**src/hdl/bvle_pkg.sv**
```systemverilog
// bvle_pkg: shared types and constants of the bounded value list engine
// command codes, status codes, state encoding and controller/datapath bundles
// depends on nothing
package bvle_pkg;

    localparam int DEF_LIST_DEPTH = 16;
    localparam int FUNC_W         = 3;
    localparam int VALUE_W        = 32;
    localparam int STATUS_W       = 2;
    localparam int CNT_OUT_W      = 5;

    typedef enum logic [FUNC_W-1:0] {
        FN_PUSH_FRONT = 3'd0,
        FN_PUSH_BACK  = 3'd1,
        FN_SEARCH     = 3'd2,
        FN_REMOVE     = 3'd3,
        FN_DUMP_FWD   = 3'd4,
        FN_DUMP_BWD   = 3'd5
    } t_func;

    typedef enum logic [STATUS_W-1:0] {
        ST_OK     = 2'd0,
        ST_FULL   = 2'd1,
        ST_ABSENT = 2'd2,
        ST_EMPTY  = 2'd3
    } t_status;

    typedef enum logic [3:0] {
        S_IDLE,
        S_EXEC,
        S_PF_RD,
        S_PF_WR,
        S_PF_HEAD,
        S_SC_RD,
        S_SC_CMP,
        S_RM_RD,
        S_RM_WR,
        S_DP_RD,
        S_DP_OUT
    } t_state;

    typedef enum logic [1:0] {
        WA_ZERO,
        WA_COUNT,
        WA_PTR_UP,
        WA_PTR_DN
    } t_waddr;

    typedef enum logic [2:0] {
        PTR_HOLD,
        PTR_ZERO,
        PTR_CNT_M1,
        PTR_INC,
        PTR_DEC
    } t_ptr_op;

    typedef enum logic [1:0] {
        CNT_HOLD,
        CNT_INC,
        CNT_DEC
    } t_cnt_op;

    typedef struct packed {
        logic    load;
        logic    rd_en;
        logic    wr_en;
        t_waddr  wa;
        t_ptr_op ptr_op;
        t_cnt_op cnt_op;
        logic    emit;
        logic    emit_entry;
        logic    found;
        t_status status;
        logic    last;
    } t_dp_cmd;

    typedef struct packed {
        logic cnt_zero;
        logic cnt_full;
        logic ptr_zero;
        logic ptr_last;
        logic ptr_end;
        logic match;
    } t_dp_stat;

endpackage

```
**src/hdl/bvle_dp.sv**
```systemverilog
// bvle_dp: datapath of the list engine
// entry memory, count, walk pointer, read register and result registers
// depends on bvle_pkg
module bvle_dp #(
    parameter int LIST_DEPTH = bvle_pkg::DEF_LIST_DEPTH
) (
    input  logic                                i_clk,
    input  logic                                i_rst_n,
    input  logic signed [bvle_pkg::VALUE_W-1:0] i_value,
    input  bvle_pkg::t_dp_cmd                   i_cmd,
    output bvle_pkg::t_dp_stat                  o_stat,
    output logic                                o_strobe,
    output logic signed [bvle_pkg::VALUE_W-1:0] o_entry_value,
    output logic                                o_found,
    output logic [bvle_pkg::STATUS_W-1:0]       o_status,
    output logic [bvle_pkg::CNT_OUT_W-1:0]      o_entry_count,
    output logic                                o_last
);

    localparam int IW = $clog2(LIST_DEPTH);
    localparam int CW = $clog2(LIST_DEPTH + 1);

    logic [bvle_pkg::VALUE_W-1:0] mem [LIST_DEPTH];

    logic [bvle_pkg::VALUE_W-1:0]   r_value;
    logic [bvle_pkg::VALUE_W-1:0]   r_rdata;
    logic [CW-1:0]                  r_count;
    logic [CW-1:0]                  n_count;
    logic [CW-1:0]                  r_ptr;
    logic [CW-1:0]                  n_ptr;
    logic [IW-1:0]                  waddr;
    logic [bvle_pkg::VALUE_W-1:0]   wdata;
    logic                           r_strobe;
    logic [bvle_pkg::VALUE_W-1:0]   r_entry;
    logic                           r_found;
    logic [bvle_pkg::STATUS_W-1:0]  r_status;
    logic [bvle_pkg::CNT_OUT_W-1:0] r_ocount;
    logic                           r_last;

    always_comb begin
        case (i_cmd.wa)
            bvle_pkg::WA_ZERO:   waddr = '0;
            bvle_pkg::WA_COUNT:  waddr = r_count[IW-1:0];
            bvle_pkg::WA_PTR_UP: waddr = IW'(r_ptr + CW'(1));
            bvle_pkg::WA_PTR_DN: waddr = IW'(r_ptr - CW'(1));
            default:             waddr = '0;
        endcase
    end

    assign wdata = (i_cmd.wa == bvle_pkg::WA_PTR_UP || i_cmd.wa == bvle_pkg::WA_PTR_DN)
                 ? r_rdata : r_value;

    always_comb begin
        case (i_cmd.ptr_op)
            bvle_pkg::PTR_HOLD:   n_ptr = r_ptr;
            bvle_pkg::PTR_ZERO:   n_ptr = '0;
            bvle_pkg::PTR_CNT_M1: n_ptr = r_count - CW'(1);
            bvle_pkg::PTR_INC:    n_ptr = r_ptr + CW'(1);
            bvle_pkg::PTR_DEC:    n_ptr = r_ptr - CW'(1);
            default:              n_ptr = r_ptr;
        endcase
    end

    always_comb begin
        case (i_cmd.cnt_op)
            bvle_pkg::CNT_HOLD: n_count = r_count;
            bvle_pkg::CNT_INC:  n_count = r_count + CW'(1);
            bvle_pkg::CNT_DEC:  n_count = r_count - CW'(1);
            default:            n_count = r_count;
        endcase
    end

    // entry memory, one write and one registered read per cycle
    always_ff @(posedge i_clk) begin
        if (i_cmd.wr_en) begin
            mem[waddr] <= wdata;
        end
        if (i_cmd.rd_en) begin
            r_rdata <= mem[r_ptr[IW-1:0]];
        end
    end

    always_ff @(posedge i_clk) begin
        if (!i_rst_n) begin
            r_count  <= '0;
            r_strobe <= 1'b0;
        end else begin
            r_count  <= n_count;
            r_strobe <= i_cmd.emit;
        end
    end

    always_ff @(posedge i_clk) begin
        r_ptr <= n_ptr;
        if (i_cmd.load) begin
            r_value <= i_value;
        end
        if (i_cmd.emit) begin
            r_entry  <= i_cmd.emit_entry ? r_rdata : '0;
            r_found  <= i_cmd.found;
            r_status <= i_cmd.status;
            r_ocount <= bvle_pkg::CNT_OUT_W'(n_count);
            r_last   <= i_cmd.last;
        end
    end

    assign o_stat.cnt_zero = (r_count == '0);
    assign o_stat.cnt_full = (r_count == CW'(LIST_DEPTH));
    assign o_stat.ptr_zero = (r_ptr == '0);
    assign o_stat.ptr_last = (r_ptr == r_count - CW'(1));
    assign o_stat.ptr_end  = (r_ptr == r_count);
    assign o_stat.match    = (r_rdata == r_value);

    assign o_strobe      = r_strobe;
    assign o_entry_value = r_entry;
    assign o_found       = r_found;
    assign o_status      = r_status;
    assign o_entry_count = r_ocount;
    assign o_last        = r_last;

endmodule

```
**src/hdl/bvle_ctrl.sv**
```systemverilog
// bvle_ctrl: command sequencer of the list engine
// walks the datapath through shifts, scans and dumps
// depends on bvle_pkg
module bvle_ctrl (
    input  logic                              i_clk,
    input  logic                              i_rst_n,
    input  logic                              start,
    input  logic [bvle_pkg::FUNC_W-1:0]       i_func,
    input  bvle_pkg::t_dp_stat                i_stat,
    output logic                              busy,
    output bvle_pkg::t_dp_cmd                 o_cmd
);

    bvle_pkg::t_state             r_state;
    bvle_pkg::t_state             n_state;
    logic [bvle_pkg::FUNC_W-1:0]  r_func;
    logic                         is_remove;
    logic                         is_fwd;

    always_ff @(posedge i_clk) begin
        if (!i_rst_n) begin
            r_state <= bvle_pkg::S_IDLE;
        end else begin
            r_state <= n_state;
        end
    end

    always_ff @(posedge i_clk) begin
        if (r_state == bvle_pkg::S_IDLE && start) begin
            r_func <= i_func;
        end
    end

    assign is_remove = (r_func == bvle_pkg::FN_REMOVE);
    assign is_fwd    = (r_func == bvle_pkg::FN_DUMP_FWD);
    assign busy      = (r_state != bvle_pkg::S_IDLE);

    always_comb begin
        n_state      = r_state;
        o_cmd        = '0;
        o_cmd.status = bvle_pkg::ST_OK;
        case (r_state)
            bvle_pkg::S_IDLE: begin
                if (start) begin
                    o_cmd.load = 1'b1;
                    n_state    = bvle_pkg::S_EXEC;
                end
            end
            bvle_pkg::S_EXEC: begin
                case (r_func)
                    bvle_pkg::FN_PUSH_FRONT, bvle_pkg::FN_PUSH_BACK: begin
                        if (i_stat.cnt_full) begin
                            o_cmd.emit   = 1'b1;
                            o_cmd.status = bvle_pkg::ST_FULL;
                            o_cmd.last   = 1'b1;
                            n_state      = bvle_pkg::S_IDLE;
                        end else if (r_func == bvle_pkg::FN_PUSH_BACK || i_stat.cnt_zero) begin
                            o_cmd.wr_en  = 1'b1;
                            o_cmd.wa     = (r_func == bvle_pkg::FN_PUSH_BACK)
                                         ? bvle_pkg::WA_COUNT : bvle_pkg::WA_ZERO;
                            o_cmd.cnt_op = bvle_pkg::CNT_INC;
                            o_cmd.emit   = 1'b1;
                            o_cmd.last   = 1'b1;
                            n_state      = bvle_pkg::S_IDLE;
                        end else begin
                            o_cmd.ptr_op = bvle_pkg::PTR_CNT_M1;
                            n_state      = bvle_pkg::S_PF_RD;
                        end
                    end
                    bvle_pkg::FN_SEARCH, bvle_pkg::FN_REMOVE: begin
                        if (i_stat.cnt_zero) begin
                            o_cmd.emit   = 1'b1;
                            o_cmd.status = is_remove ? bvle_pkg::ST_ABSENT : bvle_pkg::ST_OK;
                            o_cmd.last   = 1'b1;
                            n_state      = bvle_pkg::S_IDLE;
                        end else begin
                            o_cmd.ptr_op = bvle_pkg::PTR_ZERO;
                            n_state      = bvle_pkg::S_SC_RD;
                        end
                    end
                    bvle_pkg::FN_DUMP_FWD, bvle_pkg::FN_DUMP_BWD: begin
                        if (i_stat.cnt_zero) begin
                            o_cmd.emit   = 1'b1;
                            o_cmd.status = bvle_pkg::ST_EMPTY;
                            o_cmd.last   = 1'b1;
                            n_state      = bvle_pkg::S_IDLE;
                        end else begin
                            o_cmd.ptr_op = is_fwd ? bvle_pkg::PTR_ZERO : bvle_pkg::PTR_CNT_M1;
                            n_state      = bvle_pkg::S_DP_RD;
                        end
                    end
                    default: begin
                        o_cmd.emit = 1'b1;
                        o_cmd.last = 1'b1;
                        n_state    = bvle_pkg::S_IDLE;
                    end
                endcase
            end
            bvle_pkg::S_PF_RD: begin
                o_cmd.rd_en = 1'b1;
                n_state     = bvle_pkg::S_PF_WR;
            end
            // move entry at ptr one place toward the back
            bvle_pkg::S_PF_WR: begin
                o_cmd.wr_en = 1'b1;
                o_cmd.wa    = bvle_pkg::WA_PTR_UP;
                if (i_stat.ptr_zero) begin
                    n_state = bvle_pkg::S_PF_HEAD;
                end else begin
                    o_cmd.ptr_op = bvle_pkg::PTR_DEC;
                    n_state      = bvle_pkg::S_PF_RD;
                end
            end
            bvle_pkg::S_PF_HEAD: begin
                o_cmd.wr_en  = 1'b1;
                o_cmd.wa     = bvle_pkg::WA_ZERO;
                o_cmd.cnt_op = bvle_pkg::CNT_INC;
                o_cmd.emit   = 1'b1;
                o_cmd.last   = 1'b1;
                n_state      = bvle_pkg::S_IDLE;
            end
            bvle_pkg::S_SC_RD: begin
                o_cmd.rd_en = 1'b1;
                n_state     = bvle_pkg::S_SC_CMP;
            end
            bvle_pkg::S_SC_CMP: begin
                if (i_stat.match) begin
                    if (is_remove) begin
                        o_cmd.ptr_op = bvle_pkg::PTR_INC;
                        n_state      = bvle_pkg::S_RM_RD;
                    end else begin
                        o_cmd.emit  = 1'b1;
                        o_cmd.found = 1'b1;
                        o_cmd.last  = 1'b1;
                        n_state     = bvle_pkg::S_IDLE;
                    end
                end else if (i_stat.ptr_last) begin
                    o_cmd.emit   = 1'b1;
                    o_cmd.status = is_remove ? bvle_pkg::ST_ABSENT : bvle_pkg::ST_OK;
                    o_cmd.last   = 1'b1;
                    n_state      = bvle_pkg::S_IDLE;
                end else begin
                    o_cmd.ptr_op = bvle_pkg::PTR_INC;
                    n_state      = bvle_pkg::S_SC_RD;
                end
            end
            bvle_pkg::S_RM_RD: begin
                if (i_stat.ptr_end) begin
                    o_cmd.cnt_op = bvle_pkg::CNT_DEC;
                    o_cmd.emit   = 1'b1;
                    o_cmd.found  = 1'b1;
                    o_cmd.last   = 1'b1;
                    n_state      = bvle_pkg::S_IDLE;
                end else begin
                    o_cmd.rd_en = 1'b1;
                    n_state     = bvle_pkg::S_RM_WR;
                end
            end
            // move entry at ptr one place toward the front
            bvle_pkg::S_RM_WR: begin
                o_cmd.wr_en  = 1'b1;
                o_cmd.wa     = bvle_pkg::WA_PTR_DN;
                o_cmd.ptr_op = bvle_pkg::PTR_INC;
                n_state      = bvle_pkg::S_RM_RD;
            end
            bvle_pkg::S_DP_RD: begin
                o_cmd.rd_en = 1'b1;
                n_state     = bvle_pkg::S_DP_OUT;
            end
            bvle_pkg::S_DP_OUT: begin
                o_cmd.emit       = 1'b1;
                o_cmd.emit_entry = 1'b1;
                o_cmd.last       = is_fwd ? i_stat.ptr_last : i_stat.ptr_zero;
                if (o_cmd.last) begin
                    n_state = bvle_pkg::S_IDLE;
                end else begin
                    o_cmd.ptr_op = is_fwd ? bvle_pkg::PTR_INC : bvle_pkg::PTR_DEC;
                    n_state      = bvle_pkg::S_DP_RD;
                end
            end
            default: begin
                n_state = bvle_pkg::S_IDLE;
            end
        endcase
    end

endmodule

```
**src/hdl/bounded_value_list_engine_unit.sv**
```systemverilog
// bounded_value_list_engine_unit: top level of the list engine
// ordered list of signed 32-bit values with push, search, remove and dump
// depends on bvle_pkg, bvle_ctrl, bvle_dp
//
// Command channel: drive i_func and i_value with start; a command is taken at
// a clock edge where start is high and busy is low. busy stays high until the
// last result beat of the command has been issued.
// Result channel: each result beat is on the o_ ports for one cycle, marked by
// o_strobe, with o_last on the final beat of a command. The receiver cannot
// stall; every beat must be taken in the cycle it is shown.
// Steps of each command, n = entries held before the command; the edge that
// takes the last beat can also take the next command:
//   push back, full push, unused codes, empty search/remove/dump: one beat
//   push front onto n > 0 entries: a read and a write per entry, then head write
//   search, or remove of an absent value: a read and a compare per entry, up to n
//   remove at position p: scan to p, then compaction of each later entry
//   dump: a read and then a beat for each of the n entries
// The walk reads and writes the entry memory in separate steps; one command is
// in flight at a time.
// Reset (synchronous, active low) empties the list and clears the strobe; the
// entry memory itself is not cleared, as only held entries are ever read.
module bounded_value_list_engine_unit #(
    parameter int LIST_DEPTH = bvle_pkg::DEF_LIST_DEPTH
) (
    input  logic                                i_clk,
    input  logic                                i_rst_n,
    input  logic                                start,
    output logic                                busy,
    input  logic [bvle_pkg::FUNC_W-1:0]         i_func,
    input  logic signed [bvle_pkg::VALUE_W-1:0] i_value,
    output logic                                o_strobe,
    output logic signed [bvle_pkg::VALUE_W-1:0] o_entry_value,
    output logic                                o_found,
    output logic [bvle_pkg::STATUS_W-1:0]       o_status,
    output logic [bvle_pkg::CNT_OUT_W-1:0]      o_entry_count,
    output logic                                o_last
);

    bvle_pkg::t_dp_cmd  dp_cmd;
    bvle_pkg::t_dp_stat dp_stat;

    bvle_ctrl u_ctrl (
        .i_clk   (i_clk),
        .i_rst_n (i_rst_n),
        .start   (start),
        .i_func  (i_func),
        .i_stat  (dp_stat),
        .busy    (busy),
        .o_cmd   (dp_cmd)
    );

    bvle_dp #(
        .LIST_DEPTH (LIST_DEPTH)
    ) u_dp (
        .i_clk         (i_clk),
        .i_rst_n       (i_rst_n),
        .i_value       (i_value),
        .i_cmd         (dp_cmd),
        .o_stat        (dp_stat),
        .o_strobe      (o_strobe),
        .o_entry_value (o_entry_value),
        .o_found       (o_found),
        .o_status      (o_status),
        .o_entry_count (o_entry_count),
        .o_last        (o_last)
    );

`ifndef NO_ASSERTIONS
    a_beat_from_busy: assert property (@(posedge i_clk) disable iff (!i_rst_n)
        o_strobe |-> $past(busy))
        else $error("result beat without a command in progress");

    a_start_busy: assert property (@(posedge i_clk) disable iff (!i_rst_n)
        (start && !busy) |=> busy)
        else $error("accepted command did not raise busy");

    a_count_bound: assert property (@(posedge i_clk) disable iff (!i_rst_n)
        o_strobe |-> (LIST_DEPTH > 31 || o_entry_count <= LIST_DEPTH))
        else $error("entry count above list depth");

    a_empty_dump: assert property (@(posedge i_clk) disable iff (!i_rst_n)
        (o_strobe && o_status == bvle_pkg::ST_EMPTY) |-> (o_entry_count == '0 && o_last))
        else $error("empty dump beat with entries or without last");
`endif

endmodule

```
**config.mk**
```make
export PLATFORM = sky130hd
export DESIGN_NAME = bounded_value_list_engine_unit
export DESIGN_NICKNAME = d
export VERILOG_FILES = /design/src/hdl/bvle_pkg.sv /design/src/hdl/bvle_dp.sv /design/src/hdl/bvle_ctrl.sv /design/src/hdl/bounded_value_list_engine_unit.sv
export SDC_FILE = /design/constraint.sdc
export NUM_CORES = 1
export LEC_CHECK = 0
export ABC_AREA = 1
export BUFFER_PORTS_ARGS = -buffer_cell sky130_fd_sc_hd__buf_2
export CAP_MARGIN = 10
export CORE_ASPECT_RATIO = 0.7
export CORE_MARGIN = 1.5
export CORE_UTILIZATION = 30
export CTS_BUF_LIST = sky130_fd_sc_hd__clkbuf_16
export DETAILED_ROUTE_END_ITERATION = 16
export GPL_TIMING_DRIVEN = 0
export HOLD_SLACK_MARGIN = 0.08
export PLACE_DENSITY_LB_ADDON = 0.15
export SKIP_CTS_REPAIR_TIMING = 1
export SYNTH_ARGS = -nofsm -noshare
export SYNTH_HDL_FRONTEND = slang
export SYNTH_SLANG_ARGS = --single-unit
```
**constraint.sdc**
```tcl
create_clock -name i_clk -period 8.85 [get_ports i_clk]
set_clock_uncertainty 0.15 [all_clocks]
set_input_delay 0.885 -clock i_clk [delete_from_list [all_inputs] [get_ports i_clk]]
set_output_delay 0.885 -clock i_clk [all_outputs]
set_load 0.1 [all_outputs]
```
---- After elaboration in Yosys (flattened, before gate mapping) ----
Memory sizes are Yosys's and may differ from the RTL's. A register that Yosys moved wholly into a read port is not among the register bits.
Cells that the tools add are included.
Widths: inputs -> output; s select.
word-level totals
  flip-flop bits (word level) ............. 91
  memory bits (writable) .................. 512
  bits of input ports ..................... 38
  output and inout bits ................... 43
  logic and storage cells ................. 130
  memories ................................ 1
memory list
  name      words  width  rd ports  clocked after Yosys merged registers in  write ports  RTL line       source
  u_dp.mem  16     32     1         1                                        1            bvle_dp.sv:23  logic [bvle_pkg::VALUE_W-1:0] mem [LIST_DEPTH];
operators by class
  add/sub/neg operators ................... 4
  equality and inequality tests ........... 29
  multiplexer cells ....................... 69
  reduce and logical (&&, ||, !) cells .... 16
operators with widths
  kind                 count
  $mux 3               16
  $pmux 4 s10          1
  $eq 32x32->1         1
  $mux 32              1
  $mux 1               20
  $mux 2               10
  $pmux 5 s4           1
  $eq 4x3->1 const B   4
  $mux 4               4
  $pmux 4 s4           1
  $pmux 3 s5           1
  $eq 3x2->1 const B   4
  $eq 4x4->1 const B   3
  $pmux 2 s3           2
  $pmux 3 s4           1
  $pmux 4 s3           1
  $add 5x1->5 const B  2
  $eq 5x5->1           2
  $logic_not 5->1      2
  $pmux 5 s2           1
  $sub 5x1->5 const B  2
  $eq 3x3->1 const B   3
  $pmux 3 s3           1
  $eq 4x2->1 const B   2
  other kinds (21)     32

---- Depth between registers and ports, before layout ----
Gate-level depths: netlist of the first run.
  word-level depth ........................ 9
  depth in mapped cells ................... 15

---- By module ----
Synthesis of the first run repeated with hierarchy kept, for this count alone.
second synthesis, totals
  cells, all modules ...................... 2378
  area total of the unflattened synthesis .. 26761.9 um^2
by module, submodules not included
  module     times used  cells each  area each (um^2)
  bvle_dp    1           2236        25941.1
  bvle_ctrl  1           142         820.8

---- Worst setup path after synthesis of the first run ----
Ideal clock, no wire load.
  kind .................................... flip-flop to flip-flop
  start point ............................. reg u_dp.r_count[1]
  end point ............................... reg u_dp.r_ocount, in the netlist u_dp.o_entry_count[0], enable pin
  arrival ................................. 3.170 ns
  required time ........................... 8.244 ns
  setup slack ............................. 5.073 ns
  stages on the path, launching flop included .. 7
  buffers on the path ..................... 0
  cell sequence ........................... dfxtp_1 > inv_1 > ha_1 > nand4_1 > inv_1 > a211oi_1 > o2111ai_1
RTL lines
  what                      RTL line        source
  start: declaration        bvle_dp.sv:27   logic [CW-1:0] r_count;
  start signal: assignment  bvle_dp.sv:88   r_count <= n_count;
  end signal: assignment    bvle_dp.sv:102  r_ocount <= bvle_pkg::CNT_OUT_W'(n_count);
  end: declaration          bvle_dp.sv:37   logic [bvle_pkg::CNT_OUT_W-1:0] r_ocount;

---- Worst setup path in the final report of the first run ----
  start point ............................. reg u_dp.r_ptr[1]
  end point ............................... mem u_dp.mem[7][15] (netlist bit), enable pin
on the way
  cells in the longest elaborated chain, start to end .. 2
ends and longest elaborated chain
  what                                        RTL line       source
  start: declaration                          bvle_dp.sv:29  logic [CW-1:0] r_ptr;
  start signal: assignment                    bvle_dp.sv:94  r_ptr <= n_ptr;
  $sub 5x1->5 or $add 5x1->5 (tied branches)  -
  $pmux 4 s4 (*)                              bvle_dp.sv:41  case (i_cmd.wa)
  end: declaration                            bvle_dp.sv:23
Mark *: on every way between the ends. The rest lies on a longest branch, timed or not.

==> run metrics, run 1 <==
largest net degree at the start of global routing=33; Core ar.=84700 um^2; Detailed Route WL=83900 um; CP most frequent cell=clkbuf_1; GPL Wtd Cong=0.819; vias in the first global route=16975; pwr/cell area=210 nW/um^2; share of layout cells above drive strength 1=13.5%; Max clock buf depth=3; Max rail drop VDD=0.000123 V; asr flop ratio synth=0%; post-synthesis cell count=2062; number of fillers in the final layout=8185; Final Max Slew Viols=0; Pwr Total=6.42 mW; critical path class=reg -> reg; first-pass detailed-route iteration total=5; dpl cells=3327; startpoint types=flip-flop; TritonCTS clock tree=yes; post-DR wirelength/cell=24.3 um; unrepaired setup endpoints after global routing=no; DRC errors left=0; first-pass GRT wire length=120000 um; routed vias/inst=5.08; delay-heaviest family, CP=buffers and inverters; fin nets=2310; FMAX=236 MHz; Tmin final=4.24 ns; row count=89; Initial Utilization=30.5%; # setup viols final=0; Mapped Nets=2111; slew at the pin with the worst max-slew slack=1.17 ns; Cell variety after synth=45; Cell Area, Synth=25800 um^2; Crit Path Max Fanout=17; top_reg_cell synth=edfxtp_1; DIE WIDTH=354 um; required time worst endpoint=9.01 ns; synthesis warning total=0; CTS root buf=clkbuf_16; DRT antenna net count=0; chip height=248 um; LEAKAGE=10.3 nW; multi-input logic area=6100 um^2; total number of vias=17520; number of synthesized register bits=635; critical path capture point type=flip-flop; H-Tree Depth=3; Worst Path Buf+Inv=4; Reg clk slew, reported paths=0.06 ns; CTS Buf Count=68; Remaining Overflow, GRT=0; worst min path class=in -> reg; Seq/Total Area, Yosys=73.5%; I/O pin cnt=81; FF/Latch Area=19000 um^2; CP max stage cell=nor2_4; cells along the critical path=inv_1, clkbuf_1, clkbuf_1, ha_1, xnor2_1, o221ai_2, nand3_1, nor2_4, buf_12; port buffer count=80; max_cap viols=0; antenna violations before repair=3; DRT iter0 DRCs=1838; area growth from synthesis to layout=18.6%; post-DP HPWL=58600 um; gr usage total=18.9%; status=finished clean; critical path's largest stage delay=0.68 ns; Avg Cell Area, Syn=12.5 um^2; Post-DP Area=28500 um^2; die area=87800 um^2; crit path DAT=4.40 ns; clock sink total=635; Final Instance Area=30600 um^2; Finished Layout Cells=3451; Fin Setup TNS=0 ns; slew margin rel.=21.3%; final worst path period share=47.9%; Hold Vio Cnt, Final=0; EDFF count, synth=625; Clk Latency, worst-skew pair=0.62 ns
## stage by stage
step,utilization [%],hold WS (ns),worst slack [ns]
6_report,36.1,0.284,4.61
5_1_grt,36.1,0.247,4.45
4_1_cts,36.1,0.248,4.63
3_5_place_dp,33.6,0.416,4.62
3_3_place_gp,32.6,0.402,1.98
2_1_floorplan,-,0.358,5.07
## final timing paths
kind | cells after the start | endpoint | slack (ns) | start
hold / removal | 1 | u_dp.r_value[8]$_DFFE_PP_ | 0.28 | i_value[8]
hold reg to reg | 2 | u_dp.r_count[3]$_SDFF_PN0_ | 0.43 | u_dp.r_count[3]$_SDFF_PN0_
setup reg to reg | 9 | u_dp.mem[7][15]$_DFFE_PP_ | 4.61 | u_dp.r_ptr[1]$_DFFE_PP_
setup / recovery | 9 | u_dp.mem[7][15]$_DFFE_PP_ | 4.61 | u_dp.r_ptr[1]$_DFFE_PP_
## logic make-up (layout without fill, tap and decap cells)
family          Yosys count  count (layout)  share of synthesized area (%)
compound gates          554             554                           11.9
xor+xnor                 32              32                           1.09
fa+ha+maj                11              11                          0.533
buf+inv                 217             468                           3.44
flops                   635             635                           73.5
other cells               0               1                              0
simple gates            613             613                           9.51
## registers in the layout, summed over array words and instances (netlist names)
signal              count
u_dp.r_ptr              5
u_dp.o_entry_count      5
u_dp.o_status           2
u_dp.r_rdata           32
u_dp.r_value           32
u_ctrl.r_func           3
u_dp.o_entry_value     32
u_dp.o_found            1
u_dp.o_last             1
u_dp.mem              512
u_ctrl.r_state          4
u_dp.r_count            5
u_dp.o_strobe           1
## synthesized netlist by cell type (2+ instances only)
| master | n | area [um^2] |
|---|---|---|
| a21oi_1 | 30 | 150 |
| a22oi_1 | 9 | 67.6 |
| a32o_1 | 2 | 20.0 |
| buf_2 | 26 | 130 |
| buf_4 | 6 | 45.0 |
| buf_6 | 2 | 22.5 |
| clkbuf_1 | 84 | 315 |
| clkinv_1 | 3 | 11.3 |
| dfxtp_1 | 10 | 200 |
| edfxtp_1 | 625 | 18800 |
| ha_1 | 11 | 138 |
| inv_1 | 86 | 323 |
| inv_2 | 8 | 30.0 |
| nand2_1 | 163 | 612 |
| nand2_2 | 7 | 43.8 |
| nand3_1 | 27 | 135 |
| nand3_2 | 3 | 30.0 |
| nand4_1 | 3 | 18.8 |
| nor2_1 | 389 | 1460 |
| nor2_2 | 6 | 37.5 |
| nor2_4 | 3 | 33.8 |
| nor3_1 | 4 | 20.0 |
| nor4_1 | 2 | 12.5 |
| o2111ai_1 | 3 | 26.3 |
| o211ai_1 | 3 | 22.5 |
| o211ai_2 | 2 | 25.0 |
| o21ai_0 | 337 | 1690 |
| o21ai_1 | 6 | 30.0 |
| o221ai_2 | 2 | 30.0 |
| o22ai_1 | 152 | 951 |
| o31ai_1 | 2 | 15.0 |
| or2_2 | 3 | 18.8 |
| xnor2_1 | 23 | 201 |
| xor2_1 | 9 | 78.8 |
## layout make-up
type / instances / area share, %
clock inverter: 52 / 1.23
clock buffer: 70 / 5.72
tap: 1137 / 4.65
multi-input combinational: 1210 / 19.9
inverter: 99 / 1.23
timing repair buffer: 129 / 3.59
antenna: 1 / 0.00818
sequential: 635 / 62.0
buffer: 118 / 1.68
## layout by cell type, fill, tap and decap left out, types with 3 or more instances in the layout
cell / instances
edfxtp_1: 625
nor2_1: 374
o21ai_0: 309
nand2_1: 163
o22ai_1: 152
buf_2: 109
inv_1: 97
clkbuf_1: 84
clkbuf_16: 70
o21ai_1: 34
a21oi_1: 30
buf_4: 29
nand3_1: 27
xnor2_1: 23
clkinv_1: 21
nor2_4: 20
buf_12: 14
clkinv_2: 11
ha_1: 11
dfxtp_1: 10
xor2_1: 9
a22oi_1: 9
inv_2: 8
buf_16: 8
nand2_2: 7
nor2_2: 4
nor3_1: 4
bufinv_16: 4
buf_6: 3
nand3_2: 3
nand4_1: 3
or2_2: 3
o211ai_1: 3
clkinv_8: 3
clkinvlp_4: 3
## per-layer routing
layer	routed length (um)	share of wire (%)	global-route usage, %
met5	0	0	0
met2	36500	44	28.2
met4	1480	1.8	4.48
met1	40000	48	28.3
met3	5950	7.1	3.48
## worst register-to-register path, delay by kind of cell, from the launching register on
kind | cells | cell delay, ns
xor gates and xnor gates | 1 | 0.12
and+or+nand+nor | 2 | 1.05
buffers and inverters | 4 | 1.43
adders and majority gates | 1 | 0.34
DFF | 1 | 0.53
AOI/OAI and AO/OA | 1 | 0.26
## power breakdown
group          switching, mW  internal [mW]  total, mW
logic                  0.226         0.0639      0.290
clock network           1.21           1.56       2.77
registers             0.0164           3.35       3.36
total                   1.45           4.97       6.42
Note: power is estimated with default switching activity, not from simulation.
==> run 2, diff against run 1 <==
- clock period: 8.85 -> 3.75 ns (I/O delays scaled with it)
==> run 2 against run 1 <==
Against the previous run:
- combinational power rose by 150%
- critical path depth up 3
- first-iteration DRC count up 8.6%
- die area stayed put
- non-clock buffer count increased by 70
- design area is 2.1% higher
- sequential share of layout area is 1.3 points lower
- final cell count increased by 1.9%
- core utilization rose by 0.76 points
- register-to-register slack got worse by 4.4 ns
- highest routed layer unchanged
==> run metrics, run 2 (synthesis results as in run 1) <==
TritonCTS clock tree=yes; slew at the pin with the worst max-slew slack=1.13 ns; port buffer count=80; gr usage total=18.9%; status=finished clean; critical path class=reg -> reg; Top reg by flops=u_dp.mem; row count=89; first-pass GRT wire length=120000 um; Finished Layout Cells=3515; post-DR wirelength/cell=24.2 um; critical path capture point type=flip-flop; final worst path period share=95.1%; vias in the first global route=16990; CTS root buf=clkbuf_16; I/O pin cnt=81; hold slack final=0.318 ns; pwr/cell area=475 nW/um^2; Tmin final=3.57 ns; startpoint types=flip-flop; unrepaired setup endpoints after global routing=no; Max clock buf depth=3; area growth from synthesis to layout=21.1%; hold path cells=2; DRT iter0 DRCs=1996; die area=87800 um^2; Initial Utilization=30.5%; max reg flops=512; post-DP HPWL=58600 um; max_cap viols=0; CTS Buf Count=67; LEAKAGE=10.7 nW; Clk Latency, worst-skew pair=0.62 ns; GPL Wtd Cong=0.841; largest net degree at the start of global routing=33; most frequent cells in the layout=625 x edfxtp_1, 373 x nor2_1, 310 x o21ai_0; Core ar.=84700 um^2; commonest non-fill, non-tap cell in the layout=edfxtp_1; Detailed Route WL=85100 um; routed vias/inst=5.05; post-layout util=36.9%; Remaining Overflow, GRT=0; DRC errors left=0; DIE WIDTH=354 um; antenna violations before repair=0; # setup viols final=0; share of layout cells above drive strength 1=14.4%; Reg clk slew, reported paths=0.06 ns; fin nets=2379; Crit Path Max Fanout=10; Pwr Total=14.8 mW; slew margin rel.=24.3%; worst reg2reg setup slack=0.18 ns; DRT antenna net count=0; dpl cells=3329; required time worst endpoint=3.88 ns; H-Tree Depth=3; Final Max Slew Viols=0; first-pass detailed-route iteration total=5; worst min path class=in -> reg; reg2reg path depth=12; clock sink total=635; FMAX=280 MHz; Max rail drop VDD=0.000295 V; crit path DAT=3.69 ns; Hold Vio Cnt, Final=0; chip height=248 um; total number of vias=17745
## run 2: cell types whose count changed in the layout (fill, tap and decap cells not counted), moves of 3 or more
cell           before  now
buf_12             14   22
buf_4              29   49
dlygate4sd3_1       0   37
buf_16              8   11
clkinvlp_4          3    0
clkinv_8            3    0
clkinv_2           11   14
## run 2: per-stage QoR
stage               TNS (ns)  cell area (um^2)  worst slack (ns)
finish                     0             31300             0.184
global route               0             31200           0.00607
CTS                  -136.07             30500            -0.538
detailed placement   -129.02             28500            -0.529
global placement    -1390.73             27600             -2.83
floorplan             -0.410             25800          -0.00641
## run 2: where the power goes
group          total [mW]  internal [mW]  switching (mW)
Combinational       0.719          0.176           0.542
Clock                6.18           3.45            2.73
Sequential           7.94           7.90          0.0390
Total                14.8           11.5            3.31
## run 2: layout make-up
cell class	instances	area, um^2
Fill cell	8201	53500
Sequential cell	635	19000
Multi-Input combinational cell	1210	6100
Timing Repair Buffer	200	1890
Clock buffer	69	1730
Tap cell	1137	1420
Buffer	117	510
Inverter	99	375
Clock inverter	46	251
Antenna cell	2	5.00
## run 2: metal layers
metal / wire length [um] / global-route usage (%)
met1: 39300 / 27.6
met2: 36300 / 27.3
met3: 6560 / 4.39
met4: 2850 / 6.97
met5: 0 / 0
## run 2: worst paths after layout
kind / end / start
setup reg to reg: u_dp.mem[0][20]$_DFFE_PP_ / u_dp.r_ptr[0]$_DFFE_PP_
hold reg to reg: u_dp.r_count[4]$_SDFF_PN0_ / u_dp.r_count[4]$_SDFF_PN0_
setup / recovery: u_dp.mem[0][20]$_DFFE_PP_ / u_dp.r_ptr[0]$_DFFE_PP_
hold / removal: u_dp.r_value[1]$_DFFE_PP_ / i_value[1]
## run 2: critical path, cell delays in order, from the launching register on
cell and delay, ns:
edfxtp_1 0.35, buf_4 0.26, buf_6 0.20, clkinv_2 0.16, buf_2 0.22, buf_2 0.22, ha_1 0.27, xnor2_1 0.25
o221ai_2 0.18, nand2_1 0.15, nand3_1 0.22, nor2_4 0.27, buf_4 0.28
==> run 3, diff against run 2 <==
- CORE_MARGIN: 1.5 -> 1
- SYNTH_HIERARCHICAL: not set -> 1
==> run 3 against run 2 <==
Against the previous run:
- combinational power up 78%
- design area is 4.4% higher
- non-clock buffer count up 16
- synthesized cell count increased by 15%
- global-route usage rose by 0.74 points
- first-iteration DRC count down 2.5%
- setup slack worse by 0.067 ns
- critical endpoint is now u_dp/o_entry_value[7]$_SDFFCE_PN0P_
- largest cell class unchanged
==> run metrics, run 3 <==
first-pass detailed-route iteration total=6; GR Util met1=29.1%; Synth area leaders=edfxtp_1 70%, nor2_1 7.1%, nand3_1 4.6%; Post-DP Area=29700 um^2; asr flop ratio synth=0%; first-pass GRT wire length=126000 um; synth cell count leaders=625 x edfxtp_1, 509 x nor2_1, 313 x nand2_1, 245 x nand3_1, 224 x o21ai_0; slew margin rel.=14.0%; number of synthesized register bits=635; max reg flops=512; grt met3 use=3.90%; Mapped Nets=2427; Tmin final=3.63 ns; status=finished clean; routed vias/inst=4.89; clock sink total=635; final worst path period share=96.9%; Core ar.=88200 um^2; Seq/Total Area, Yosys=70.9%; Detailed Route WL=90200 um; Yosys top cell area share=70.1%; Reg clk slew, reported paths=0.06 ns; share of layout cells above drive strength 1=14.1%; DIE WIDTH=359 um; CTS Buf Count=68; Final WS setup=0.117 ns; Final Max Slew Viols=0; pwr/cell area=493 nW/um^2; LEAKAGE=12.1 nW; row count=91; dpl cells=3680; # setup viols final=0; die area=90400 um^2; Avg Cell Area, Syn=11.3 um^2; Top reg by flops=u_dp/mem; Cell Area, Synth=26800 um^2; fin nets=2708; post-layout util=37.0%; Hold Vio Cnt, Final=0; FMAX=275 MHz; I/O pin cnt=81; critical path capture point type=flip-flop; port buffer count=80; required time worst endpoint=3.93 ns; most frequent cells in the layout=625 x edfxtp_1, 497 x nor2_1, 311 x nand2_1; Setup WS pre-CTS=-1.18 ns; EDFF count, synth=625; hold slack final=0.305 ns; startpoint types=flip-flop; number of diodes=0; DRC errors left=0; slew at the pin with the worst max-slew slack=1.29 ns; post-synthesis cell count=2378; global routing usage on met2=29.3%; layer with the highest usage=met2; Final Instance Area=32600 um^2; synthesis warning total=6; Finished Layout Cells=3874; Max rail drop VDD=0.000330 V; most instantiated library cell after synthesis=edfxtp_1; gr usage total=19.7%; Crit Path Max Fanout=34; chip height=252 um; largest net degree at the start of global routing=35; H-Tree Depth=3; total number of vias=18931; DRT antenna net count=0; DRT iter0 DRCs=1947; Remaining Overflow, GRT=0; Yosys top cell by area=edfxtp_1; Fin Setup TNS=0 ns; worst min path class=in -> reg; TritonCTS clock tree=yes; Clk Latency, worst-skew pair=0.63 ns; top_reg_cell synth=edfxtp_1; CTS root buf=clkbuf_16; post-DP HPWL=60800 um; vias in the first global route=17575; GPL Wtd Cong=0.814; commonest non-fill, non-tap cell in the layout=edfxtp_1; Cell variety after synth=36; area growth from synthesis to layout=22.0%; critical path class=reg -> reg; Initial Utilization=30.3%; crit path DAT=3.81 ns; max_cap viols=0; post-DR wirelength/cell=23.3 um; Pwr Total=16.1 mW; Max clock buf depth=3; antenna violations before repair=2
==> run 3: changes by cell type after synthesis, moves of 32 or more <==
cell,delta
o211ai_1,+38
o21ai_1,+32
nor2_1,+120
nand3_1,+218
o22ai_1,-151
inv_1,+97
nand2_1,+150
o21ai_0,-113
clkbuf_1,-42
==> run 3: path summary, 6_finish.rpt <==
kind | start | to | slack (ns) | cells after the start
hold reg to reg | u_dp/r_rdata[13]$_DFFE_PP_ | u_dp/o_entry_value[13]$_SDFFCE_PN0P_ | 0.43 | 2
hold / removal | i_value[23] | u_dp/r_value[23]$_DFFE_PP_ | 0.31 | 2
setup / recovery | u_dp/r_rdata[26]$_DFFE_PP_ | u_dp/o_entry_value[7]$_SDFFCE_PN0P_ | 0.12 | 13
setup reg to reg | u_dp/r_rdata[26]$_DFFE_PP_ | u_dp/o_entry_value[7]$_SDFFCE_PN0P_ | 0.12 | 13
==> run 3: power by group <==
| group | switching (mW) | internal (mW) |
|---|---|---|
| Clock | 2.89 | 3.90 |
| Sequential | 0.0436 | 7.98 |
| Combinational | 0.985 | 0.294 |
| Total | 3.92 | 12.2 |
==> run 3: worst max-delay path, cell delays in order, from the launching register on <==
cell      delay [ns]
edfxtp_1        0.43
nand2_1         0.09
nand2_1         0.05
nor2_1          0.36
nand2_1         0.22
nor2_1          0.28
nand2_1         0.10
nor2_1          0.29
inv_1           0.13
nand3_1         0.15
nand2_1         0.06
nor2_1          0.35
nand3_4         0.33
buf_16          0.30
==> run 3: metal layers <==
metal  routed length (um)  part of all wire (%)
met3                 7020                   7.8
met1                42500                    47
met2                38800                    43
met5                   13                 0.014
met4                 1790                   2.0
==> run 3: cell families (layout without fill, tap and decap cells) <==
kind of cell	count (synthesis)	in the layout	synth area share, %
DFF	635	635	70.9
adders and majority gates	11	11	0.514
xor gates and xnor gates	12	12	0.393
buffers and inverters	308	642	4.98
and+or+nand+nor	1098	1098	16.9
AOI/OAI and AO/OA	314	314	6.32
==> run 3: layout make-up <==
class	instances	area, um^2
clock buffers	72	1800
fillers	8549	55600
repair buffers	212	1990
multi-input cells	1435	6670
inverters	186	701
clock inverters	51	417
well taps	1162	1450
flip-flops and latches	635	19000
plain buffers	121	632
